===== src/rtl/core/kmp_pkg.sv =====
// Shared types and constants for the streaming KMP matcher.
// Used by every module under rtl/core; depends on nothing else.
`default_nettype none

package kmp_pkg;

    // Defaults for the top-level parameters.
    localparam int PATTERN_DEPTH_DEF  = 64;
    localparam int POSITION_WIDTH_DEF = 32;

    // Fixed field widths of the stream channels.
    localparam int CMD_W         = 2;
    localparam int BYTE_W        = 8;
    localparam int LEN_OUT_W     = 7;
    localparam int START_OUT_W   = 32;
    localparam int STATUS_W      = 2;
    localparam int M_TDATA_W     = 40;  // 7 + 32 bits, padded to whole bytes
    localparam int M_TUSER_W     = 3;

    // Depth of the queue between front and back.
    localparam int QUEUE_DEPTH = 2;

    typedef enum logic [CMD_W-1:0] {
        CMD_CLEAR   = 2'd0,
        CMD_APPEND  = 2'd1,
        CMD_TEXT    = 2'd2,
        CMD_RESTART = 2'd3
    } kmp_cmd_t;

    typedef enum logic [STATUS_W-1:0] {
        ST_OK    = 2'd0,
        ST_FULL  = 2'd1,
        ST_EMPTY = 2'd2
    } kmp_status_t;

    // Operation kinds after classification by the front.
    typedef enum logic [2:0] {
        OP_CLEAR,
        OP_APPEND,
        OP_REJECT,
        OP_TEXT,
        OP_TEXT_EMPTY,
        OP_RESTART
    } kmp_op_kind_t;

    typedef struct packed {
        kmp_op_kind_t        kind;
        logic [BYTE_W-1:0]   data;
    } kmp_op_t;

    typedef enum logic {
        BK_IDLE,
        BK_SEARCH
    } kmp_back_state_t;

endpackage

`default_nettype wire


===== src/rtl/core/kmp_front.sv =====
// Front end of the KMP matcher: takes requests and classifies them.
// Tracks its own copy of the pattern length; depends on kmp_pkg.
`default_nettype none

module kmp_front #(
    parameter int PATTERN_DEPTH = kmp_pkg::PATTERN_DEPTH_DEF
) (
    input  logic                      aclk,
    input  logic                      aresetn,
    input  logic                      s_tvalid,
    output logic                      s_tready,
    input  logic [kmp_pkg::BYTE_W-1:0] s_data,
    input  logic [kmp_pkg::CMD_W-1:0]  s_cmd,
    input  logic                      q_full,
    output logic                      push,
    output kmp_pkg::kmp_op_t          push_op
);
    import kmp_pkg::*;

    localparam int LEN_W = $clog2(PATTERN_DEPTH + 1);
    localparam logic [LEN_W-1:0] LEN_FULL = LEN_W'(PATTERN_DEPTH);

    logic [LEN_W-1:0] len_reg;
    logic [LEN_W-1:0] len_next;

    assign s_tready = !q_full;
    assign push     = s_tvalid && !q_full;

    always_comb begin
        len_next     = len_reg;
        push_op.data = s_data;
        push_op.kind = OP_RESTART;
        case (kmp_cmd_t'(s_cmd))
            CMD_CLEAR: begin
                push_op.kind = OP_CLEAR;
                if (push) begin
                    len_next = '0;
                end
            end
            CMD_APPEND: begin
                if (len_reg >= LEN_FULL) begin
                    push_op.kind = OP_REJECT;
                end else begin
                    push_op.kind = OP_APPEND;
                    if (push) begin
                        len_next = len_reg + LEN_W'(1);
                    end
                end
            end
            CMD_TEXT: begin
                push_op.kind = (len_reg == '0) ? OP_TEXT_EMPTY : OP_TEXT;
            end
            CMD_RESTART: begin
                push_op.kind = OP_RESTART;
            end
            default: begin
                push_op.kind = OP_RESTART;
            end
        endcase
    end

    always_ff @(posedge aclk) begin
        if (!aresetn) begin
            len_reg <= '0;
        end else begin
            len_reg <= len_next;
        end
    end

endmodule

`default_nettype wire


===== src/rtl/core/kmp_queue.sv =====
// Short flip-flop queue of classified operations between front and back.
// One push while not full and one pop per cycle; depends on kmp_pkg.
`default_nettype none

module kmp_queue (
    input  logic             aclk,
    input  logic             aresetn,
    input  logic             push,
    input  kmp_pkg::kmp_op_t push_op,
    output logic             full,
    output logic             head_valid,
    output kmp_pkg::kmp_op_t head_op,
    input  logic             pop
);
    import kmp_pkg::*;

    localparam int PTR_W = (QUEUE_DEPTH > 1) ? $clog2(QUEUE_DEPTH) : 1;
    localparam int CNT_W = $clog2(QUEUE_DEPTH + 1);

    kmp_op_t            slot_reg [QUEUE_DEPTH];
    logic [PTR_W-1:0]   wr_ptr_reg;
    logic [PTR_W-1:0]   rd_ptr_reg;
    logic [CNT_W-1:0]   count_reg;
    logic               do_push;
    logic               do_pop;

    assign full       = (count_reg == CNT_W'(QUEUE_DEPTH));
    assign head_valid = (count_reg != '0);
    assign head_op    = slot_reg[rd_ptr_reg];
    assign do_push    = push && !full;
    assign do_pop     = pop && head_valid;

    function automatic logic [PTR_W-1:0] ptr_inc(input logic [PTR_W-1:0] p);
        return (p == PTR_W'(QUEUE_DEPTH - 1)) ? '0 : p + PTR_W'(1);
    endfunction

    always_ff @(posedge aclk) begin
        if (do_push) begin
            slot_reg[wr_ptr_reg] <= push_op;
        end
    end

    always_ff @(posedge aclk) begin
        if (!aresetn) begin
            wr_ptr_reg <= '0;
            rd_ptr_reg <= '0;
            count_reg  <= '0;
        end else begin
            if (do_push) begin
                wr_ptr_reg <= ptr_inc(wr_ptr_reg);
            end
            if (do_pop) begin
                rd_ptr_reg <= ptr_inc(rd_ptr_reg);
            end
            if (do_push && !do_pop) begin
                count_reg <= count_reg + CNT_W'(1);
            end else if (do_pop && !do_push) begin
                count_reg <= count_reg - CNT_W'(1);
            end
        end
    end

endmodule

`default_nettype wire


===== src/rtl/core/kmp_back.sv =====
// Back end of the KMP matcher: pattern and failure memories, the
// fallback sequencer and the result register. Depends on kmp_pkg.
`default_nettype none

module kmp_back #(
    parameter int PATTERN_DEPTH  = kmp_pkg::PATTERN_DEPTH_DEF,
    parameter int POSITION_WIDTH = kmp_pkg::POSITION_WIDTH_DEF
) (
    input  logic                            aclk,
    input  logic                            aresetn,
    input  logic                            head_valid,
    input  kmp_pkg::kmp_op_t                head_op,
    output logic                            pop,
    output logic                            m_valid,
    input  logic                            m_ready,
    output logic [kmp_pkg::LEN_OUT_W-1:0]   m_matched_length,
    output logic                            m_match_found,
    output logic [kmp_pkg::START_OUT_W-1:0] m_match_start,
    output logic [kmp_pkg::STATUS_W-1:0]    m_status
);
    import kmp_pkg::*;

    localparam int IDX_W = $clog2(PATTERN_DEPTH);
    localparam int LEN_W = $clog2(PATTERN_DEPTH + 1);
    localparam int PW    = POSITION_WIDTH;

    // Pattern and failure memories.
    logic [BYTE_W-1:0] pat_mem  [PATTERN_DEPTH];
    logic [IDX_W-1:0]  fail_mem [PATTERN_DEPTH];

    kmp_back_state_t   state_reg, state_next;
    kmp_op_t           item_reg, item_next;
    logic [LEN_W-1:0]  len_reg, len_next;
    logic [IDX_W-1:0]  bp_reg, bp_next;
    logic [IDX_W-1:0]  tp_reg, tp_next;
    logic [PW-1:0]     pos_reg, pos_next;
    logic [IDX_W-1:0]  k_reg, k_next;

    logic [BYTE_W-1:0] pat_rd_reg;
    logic [IDX_W-1:0]  fail_rd_reg;
    logic [IDX_W-1:0]  fail_last_rd_reg;

    logic              out_valid_reg, out_valid_next;
    logic [IDX_W-1:0]  len_out_reg, len_out_next;
    logic              found_reg, found_next;
    logic [PW-1:0]     start_reg, start_next;
    kmp_status_t       status_reg, status_next;

    logic              out_free;
    logic              emit;
    logic              hit;
    logic [IDX_W-1:0]  last_idx;
    logic [IDX_W-1:0]  k_inc;
    logic [IDX_W-1:0]  k_fin;
    logic [IDX_W-1:0]  fail_addr;
    logic [IDX_W-1:0]  wr_idx;
    logic              wr_en;
    logic [BYTE_W-1:0] wr_pat;
    logic [IDX_W-1:0]  wr_fail;

    assign out_free = !out_valid_reg || m_ready;
    assign hit      = (pat_rd_reg == item_reg.data);
    assign last_idx = (len_reg == '0) ? '0 : IDX_W'(len_reg - LEN_W'(1));
    assign k_inc    = k_reg + IDX_W'(1);
    assign wr_idx   = IDX_W'(len_reg);

    always_comb begin
        state_next     = state_reg;
        item_next      = item_reg;
        len_next       = len_reg;
        bp_next        = bp_reg;
        tp_next        = tp_reg;
        pos_next       = pos_reg;
        k_next         = k_reg;
        pop            = 1'b0;
        emit           = 1'b0;
        len_out_next   = '0;
        found_next     = 1'b0;
        start_next     = '0;
        status_next    = ST_OK;
        wr_en          = 1'b0;
        wr_pat         = item_reg.data;
        wr_fail        = '0;
        k_fin          = '0;

        case (state_reg)
            BK_IDLE: begin
                if (head_valid && out_free) begin
                    pop       = 1'b1;
                    item_next = head_op;
                    case (head_op.kind)
                        OP_CLEAR: begin
                            emit     = 1'b1;
                            len_next = '0;
                            bp_next  = '0;
                            tp_next  = '0;
                            pos_next = '0;
                        end
                        OP_RESTART: begin
                            emit     = 1'b1;
                            tp_next  = '0;
                            pos_next = '0;
                        end
                        OP_REJECT: begin
                            emit        = 1'b1;
                            status_next = ST_FULL;
                        end
                        OP_TEXT_EMPTY: begin
                            emit        = 1'b1;
                            status_next = ST_EMPTY;
                        end
                        OP_APPEND: begin
                            if (len_reg == '0) begin
                                // First byte: no search, its failure value is zero.
                                emit     = 1'b1;
                                wr_en    = 1'b1;
                                wr_pat   = head_op.data;
                                wr_fail  = '0;
                                bp_next  = '0;
                                len_next = LEN_W'(1);
                                tp_next  = '0;
                                pos_next = '0;
                            end else begin
                                k_next     = bp_reg;
                                state_next = BK_SEARCH;
                            end
                        end
                        OP_TEXT: begin
                            k_next     = tp_reg;
                            state_next = BK_SEARCH;
                        end
                        default: begin
                            emit = 1'b1;
                        end
                    endcase
                end
            end
            BK_SEARCH: begin
                if (hit || k_reg == '0) begin
                    if (out_free) begin
                        emit       = 1'b1;
                        state_next = BK_IDLE;
                        if (item_reg.kind == OP_APPEND) begin
                            k_fin    = hit ? k_inc : '0;
                            wr_en    = 1'b1;
                            wr_fail  = k_fin;
                            bp_next  = k_fin;
                            len_next = len_reg + LEN_W'(1);
                            tp_next  = '0;
                            pos_next = '0;
                        end else begin
                            if (hit) begin
                                if (k_reg == last_idx) begin
                                    found_next = 1'b1;
                                    start_next = pos_reg - PW'(k_reg);
                                    k_fin = (fail_last_rd_reg > last_idx) ? '0
                                                                          : fail_last_rd_reg;
                                end else begin
                                    k_fin = k_inc;
                                end
                            end
                            tp_next      = k_fin;
                            len_out_next = k_fin;
                            pos_next     = pos_reg + PW'(1);
                        end
                    end
                end else begin
                    // Mismatch: follow one failure link.
                    k_next = (fail_rd_reg < k_reg) ? fail_rd_reg : '0;
                end
            end
            default: begin
                state_next = BK_IDLE;
            end
        endcase

        if (emit) begin
            out_valid_next = 1'b1;
        end else if (m_ready) begin
            out_valid_next = 1'b0;
        end else begin
            out_valid_next = out_valid_reg;
        end
    end

    assign fail_addr = (k_next == '0) ? '0 : k_next - IDX_W'(1);

    // Memories: one write port, registered reads.
    always_ff @(posedge aclk) begin
        if (wr_en) begin
            pat_mem[wr_idx]  <= wr_pat;
            fail_mem[wr_idx] <= wr_fail;
        end
        pat_rd_reg       <= pat_mem[k_next];
        fail_rd_reg      <= fail_mem[fail_addr];
        fail_last_rd_reg <= fail_mem[last_idx];
    end

    always_ff @(posedge aclk) begin
        if (!aresetn) begin
            state_reg     <= BK_IDLE;
            len_reg       <= '0;
            bp_reg        <= '0;
            tp_reg        <= '0;
            pos_reg       <= '0;
            out_valid_reg <= 1'b0;
        end else begin
            state_reg     <= state_next;
            len_reg       <= len_next;
            bp_reg        <= bp_next;
            tp_reg        <= tp_next;
            pos_reg       <= pos_next;
            out_valid_reg <= out_valid_next;
        end
    end

    always_ff @(posedge aclk) begin
        item_reg <= item_next;
        k_reg    <= k_next;
        if (emit) begin
            len_out_reg <= len_out_next;
            found_reg   <= found_next;
            start_reg   <= start_next;
            status_reg  <= status_next;
        end
    end

    logic [IDX_W+LEN_OUT_W-1:0] len_ext;
    logic [PW+START_OUT_W-1:0]  start_ext;

    assign len_ext          = {{LEN_OUT_W{1'b0}}, len_out_reg};
    assign start_ext        = {{START_OUT_W{1'b0}}, start_reg};
    assign m_valid          = out_valid_reg;
    assign m_matched_length = len_ext[LEN_OUT_W-1:0];
    assign m_match_found    = found_reg;
    assign m_match_start    = start_ext[START_OUT_W-1:0];
    assign m_status         = status_reg;

    // An empty pattern leaves no prefix state behind.
    a_empty_clean: assert property (@(posedge aclk) disable iff (!aresetn)
        (len_reg == '0) |-> (tp_reg == '0 && bp_reg == '0))
        else $error("prefix state nonzero with empty pattern");

    // The search index always stays inside the stored pattern.
    a_k_in_range: assert property (@(posedge aclk) disable iff (!aresetn)
        (state_reg == BK_SEARCH) |-> ({1'b0, k_reg} < {1'b0, len_reg}))
        else $error("search index beyond pattern length");

    // A match is only reported together with a good status.
    a_found_ok: assert property (@(posedge aclk) disable iff (!aresetn)
        (out_valid_reg && found_reg) |-> (status_reg == ST_OK))
        else $error("match reported with error status");

    // The pattern length never exceeds the memory depth.
    a_len_bound: assert property (@(posedge aclk) disable iff (!aresetn)
        ({1'b0, len_reg} <= (LEN_W + 1)'(PATTERN_DEPTH)))
        else $error("pattern length overflow");

endmodule

`default_nettype wire


===== src/rtl/core/kmp_stream_matcher.sv =====
// Top level of the streaming Knuth-Morris-Pratt matcher.
// Instantiates kmp_front, kmp_queue and kmp_back; depends on kmp_pkg.
//
//   Channel | Direction | tdata                              | tuser
//   --------+-----------+------------------------------------+---------------------------
//   s_      | in        | [7:0] data_byte                    | [1:0] cmd
//   m_      | out       | [6:0] matched_length, [38:7] start | [0] match_found, [2:1] status
//
// Every request yields exactly one result. Clear, restart, rejected appends,
// text with an empty pattern and the first pattern byte are answered from the idle state.
// A text byte or a later pattern byte goes through the search state, which follows
// one failure link per mismatch; each link is one read of the failure memory.
// Over a stream the links followed stay at most one per byte on average.
// Reset (aresetn low, synchronous) empties the pattern, the text state and the
// queue. The front keeps accepting while the two-entry queue has room. The back
// takes the next request only when the result register is empty or is being
// read in that cycle, so a stalled result holds the back and the queue fills.
`default_nettype none

module kmp_stream_matcher #(
    parameter int PATTERN_DEPTH  = kmp_pkg::PATTERN_DEPTH_DEF,
    parameter int POSITION_WIDTH = kmp_pkg::POSITION_WIDTH_DEF
) (
    input  logic                          aclk,
    input  logic                          aresetn,
    // Request channel.
    input  logic                          s_tvalid,
    output logic                          s_tready,
    input  logic [kmp_pkg::BYTE_W-1:0]    s_tdata,   // [7:0] data_byte
    input  logic [kmp_pkg::CMD_W-1:0]     s_tuser,   // [1:0] cmd
    // Result channel.
    output logic                          m_tvalid,
    input  logic                          m_tready,
    output logic [kmp_pkg::M_TDATA_W-1:0] m_tdata,   // [6:0] matched_length,
                                                     // [38:7] match_start, [39] zero
    output logic [kmp_pkg::M_TUSER_W-1:0] m_tuser    // [0] match_found, [2:1] status
);
    import kmp_pkg::*;

    logic                   q_full;
    logic                   push;
    kmp_op_t                push_op;
    logic                   head_valid;
    kmp_op_t                head_op;
    logic                   pop;
    logic [LEN_OUT_W-1:0]   res_len;
    logic                   res_found;
    logic [START_OUT_W-1:0] res_start;
    logic [STATUS_W-1:0]    res_status;

    // The front classifies each request against its own pattern length.
    kmp_front #(
        .PATTERN_DEPTH (PATTERN_DEPTH)
    ) u_front (
        .aclk     (aclk),
        .aresetn  (aresetn),
        .s_tvalid (s_tvalid),
        .s_tready (s_tready),
        .s_data   (s_tdata),
        .s_cmd    (s_tuser),
        .q_full   (q_full),
        .push     (push),
        .push_op  (push_op)
    );

    kmp_queue u_queue (
        .aclk       (aclk),
        .aresetn    (aresetn),
        .push       (push),
        .push_op    (push_op),
        .full       (q_full),
        .head_valid (head_valid),
        .head_op    (head_op),
        .pop        (pop)
    );

    // The back owns the memories and walks the failure links.
    kmp_back #(
        .PATTERN_DEPTH  (PATTERN_DEPTH),
        .POSITION_WIDTH (POSITION_WIDTH)
    ) u_back (
        .aclk             (aclk),
        .aresetn          (aresetn),
        .head_valid       (head_valid),
        .head_op          (head_op),
        .pop              (pop),
        .m_valid          (m_tvalid),
        .m_ready          (m_tready),
        .m_matched_length (res_len),
        .m_match_found    (res_found),
        .m_match_start    (res_start),
        .m_status         (res_status)
    );

    assign m_tdata = {1'b0, res_start, res_len};
    assign m_tuser = {res_status, res_found};

endmodule

`default_nettype wire

===== config.mk =====
export PLATFORM = sky130hd
export DESIGN_NAME = kmp_stream_matcher
export DESIGN_NICKNAME = d
export VERILOG_FILES = /design/src/rtl/core/kmp_pkg.sv /design/src/rtl/core/kmp_front.sv /design/src/rtl/core/kmp_queue.sv /design/src/rtl/core/kmp_back.sv /design/src/rtl/core/kmp_stream_matcher.sv
export SDC_FILE = /design/constraint.sdc
export NUM_CORES = 2
export LEC_CHECK = 0
export ABC_CLOCK_PERIOD_IN_PS = 5900
export BUFFER_PORTS_ARGS = -buffer_cell sky130_fd_sc_hd__buf_4
export CAP_MARGIN = 20
export CORE_MARGIN = 8
export CORE_UTILIZATION = 60
export CTS_BUF_LIST = sky130_fd_sc_hd__clkbuf_16
export CTS_CLUSTER_DIAMETER = 200
export DETAILED_ROUTE_END_ITERATION = 10
export GPL_TIMING_DRIVEN = 0
export PLACE_DENSITY = 0.73
export SYNTH_ARGS = -nofsm -noshare
export SYNTH_HDL_FRONTEND = slang
export SYNTH_SLANG_ARGS = --single-unit

===== constraint.sdc =====
create_clock -name aclk -period 5.9 [get_ports aclk]
set_input_delay 0.59 -clock aclk [delete_from_list [all_inputs] [get_ports aclk]]
set_output_delay 0.59 -clock aclk [all_outputs]
set_load 0.05 [all_outputs]

==> qor.csv <==
metric;value;unit
status;complete, but fails checks;
failing checks;setup timing;
min cycle time layout;5.97;ns
crit-path max FO;25;
nets;4269;
Initial Utilization;60.2;%
worst slew pin tran;1.31;ns
Worst Path Class, Setup;flip-flop to flip-flop;
global route total overflow;0;
switching share of power;46.1;%
TritonCTS buffer count;107;
fmax;167;MHz
num rows;103;
Slew Limit Fails;0;
All-Layer GR Usage;40.7;%
Max rail drop VDD;0.000393;V
share of layout cells above drive strength 1;14.2;%
CP cell instances;buf_2, inv_1, ha_1, a21o_1, a31oi_1, o21a_2, a21oi_1, a211oi_4, clkinv_4, ha_2, clkbuf_2, clkbuf_1, o221ai_1, a31oi_2, a211oi_2, o22ai_4;
largest net degree at the start of global routing;65;
Vias;37398;
Post-synth EDFFs;970;
WP data required;6.46;ns
Simple-Gate Fraction of Synth Area;15.2;%
die area;87800;um2
TritonRoute pass-1 iters;10;
Worst path max stage delay;0.72;ns
CTS tree;built;
Placer Congestion;1.05;
Final Setup Violations;3;
Gate Count Post-Synth;3989;
top post-synthesis cells by count;edfxtp_1 (970), nand2_1 (791), nand3_1 (328);
main combinational cell family by area after synthesis;simple AND/OR/NAND/NOR gates;
CP Buf/Inv Count;5;
Clock Tree Buf Depth;3;
clock power share;22.8;%
Lkg Pwr;18.7;nW
top cells by area, synth;edfxtp_1 (62%), nand2_1 (6.3%), dfxtp_1 (3.9%);
count leader, synth;edfxtp_1;
Critical Path End Type;flip-flop;
ys flop type;edfxtp_1;
Regs by FF count;u_back.pat_mem x512, u_back.fail_mem x384;
Global Route met1 Usage;52.0;%
CP arrival;6.53;ns
first-pass GRT wire length;253000;um
Iter 0 DRT Violations;6183;
Synth warnings;0;
routed wire length;182000;um
M3 GR Usage;11.1;%
sequential power share;29.0;%
Psw;14.7;mW
internal power;17.2;mW
Tightest Hold Check Type;input pin to flip-flop;
Fin. Hold Viols;0;
WL per Instance;33.8;um
Fill cells;5571;
CP max stage cell;ha_2;
post-synth top area share;61.8;%
post-synth top area cell;edfxtp_1;
adder-cell share of the synthesized area;0.759;%
cell family with most CP delay;compound AO/OA/AOI/OAI gates;
HPWL Detailed;131000;um
CTS clk-pin slew, worst paths;0.06;ns
PortBufs;56;
mux contribution to synthesized area;2.85;%
worst rel slew slack;12.8;%
Cell variety after synth;87;
Avg Inst Size Synth;11.8;um2
busiest grt layer;met2;
Comb pwr share;48.2;%
die width;296;um
core footprint;78400;um2
H-Tree Depth;3;
placed instance count;5167;
post-route ant nets;0;
I/O pin cnt;59;
maxcap violations;0;
Overall Power;31.9;mW
worst setup margin;-0.0741;ns
sequential element share of the synthesized area;65.6;%
Die Ht;296;um
Period Utilization, post-route;101;%
DRC;0;
final clock skew;0.0594;ns
total negative slack;-0.187;ns
clock root cell;clkbuf_16;
M2 GR Usage;60.6;%
post-synthesis xor/xnor area fraction;1.47;%
vias in the first global route;35223;
#FFs+latches synth;1061;
Clk Latency, worst-skew pair;0.72;ns
DR vias/cell;6.96;
Util after Layout;69.5;%
Synth Cell Area;47100;um2
Non-Filler Instances;5377;
Pwr Density;586;nW/um2
Area Overhead vs Synth;15.5;%
max reg flops;512;
most flop-heavy register;u_back.pat_mem;
initial antenna violation count;9;
pre-CTS WS;-3.50;ns
Synth Area in Compound Gates;11.0;%
element type at the critical path start;flip-flop;
# clock sinks;1061;
Post-synth ARST share;0;%
[power groups by stage]
stage	Sequential (mW)	Combinational (mW)	Clock (mW)
5_1_grt	9.29	15.4	7.51
3_3_place_gp	9.44	13.5	0
3_5_place_dp	9.41	13.7	0
2_1_floorplan	9.75	7.04	0
6_report	9.26	15.4	7.27
4_1_cts	9.26	14.5	7.22
[stage by stage]
| step | hold slack, ns | cell area, um2 |
|---|---|---|
| final | 0.0587 | 54400 |
| after floorplan | 0.454 | 47200 |
| after CTS | 0.0325 | 54400 |
| after global routing | 0.0551 | 54400 |
| after detailed placement | 0.488 | 50200 |
| after global placement | 0.465 | 48900 |
[cells by family after synthesis]
kind of cell | after synthesis
muxes | 94
and+or+nand+nor | 1631
xor gates and xnor gates | 79
AOI/OAI and AO/OA | 748
buffers and inverters | 347
other | 1
adders and majority gates | 28
DFF | 1061
[worst reg2reg max path: cells and delay by family (launching register included)]
kind                     cells  cell delay, ns
adder cells (fa/ha/maj)      2            1.04
buffers and inverters        5            2.00
AO/OA/AOI/OAI                9            2.49
flip-flops                   1            0.32
[layout make-up]
type	count	area (um2)	area share, %
multi-input combinational	2582	15200	28.0
clock buffer	111	2780	5.10
buffer	294	1350	2.48
antenna	7	17.5	0.0322
clock inverter	91	1010	1.86
sequential	1061	31000	56.9
timing repair buffer	134	1590	2.92
tap	1050	1310	2.41
inverter	47	186	0.342
[placed cells by master (no fill, tap or decap), types with 57 or more instances in the layout]
cell type    n
edfxtp_1   970
nand2_1    789
nand3_1    328
nor2_1     223
a21oi_1    194
clkbuf_1   161
o221ai_1   120
clkbuf_16  111
a311oi_1    96
o21ai_0     92
dfxtp_1     89
buf_4       77
buf_2       62
a31oi_1     59
nor2_2      58
inv_1       57
[what timing repair did]
item,4_1_cts,5_1_grt
pin swaps,16,4
endpoints found under the setup margin,19,23
buffers inserted,6,0
hold buffers,0,0
gates cloned,0,0
gates resized for setup,97,17
[layer usage]
metal	part of all wire [%]	wire (um)
met1	35	63700
met2	43	79100
met3	13	23900
met4	8.4	15300
met5	0.019	34
[path summary, 6_finish.rpt]
path,from,end,slack [ns],cells past startpoint
max,u_back.k_reg[2],u_back.fail_rd_reg[0],-0.07,16
min,s_tdata[2],u_queue.slot_reg[1][2],0.06,1
max reg2reg,u_back.k_reg[2],u_back.fail_rd_reg[0],-0.07,16
min reg2reg,u_back.bp_reg[0],u_back.bp_reg[0],0.50,2
No activity file was read; power rests on OpenSTA's default activity.
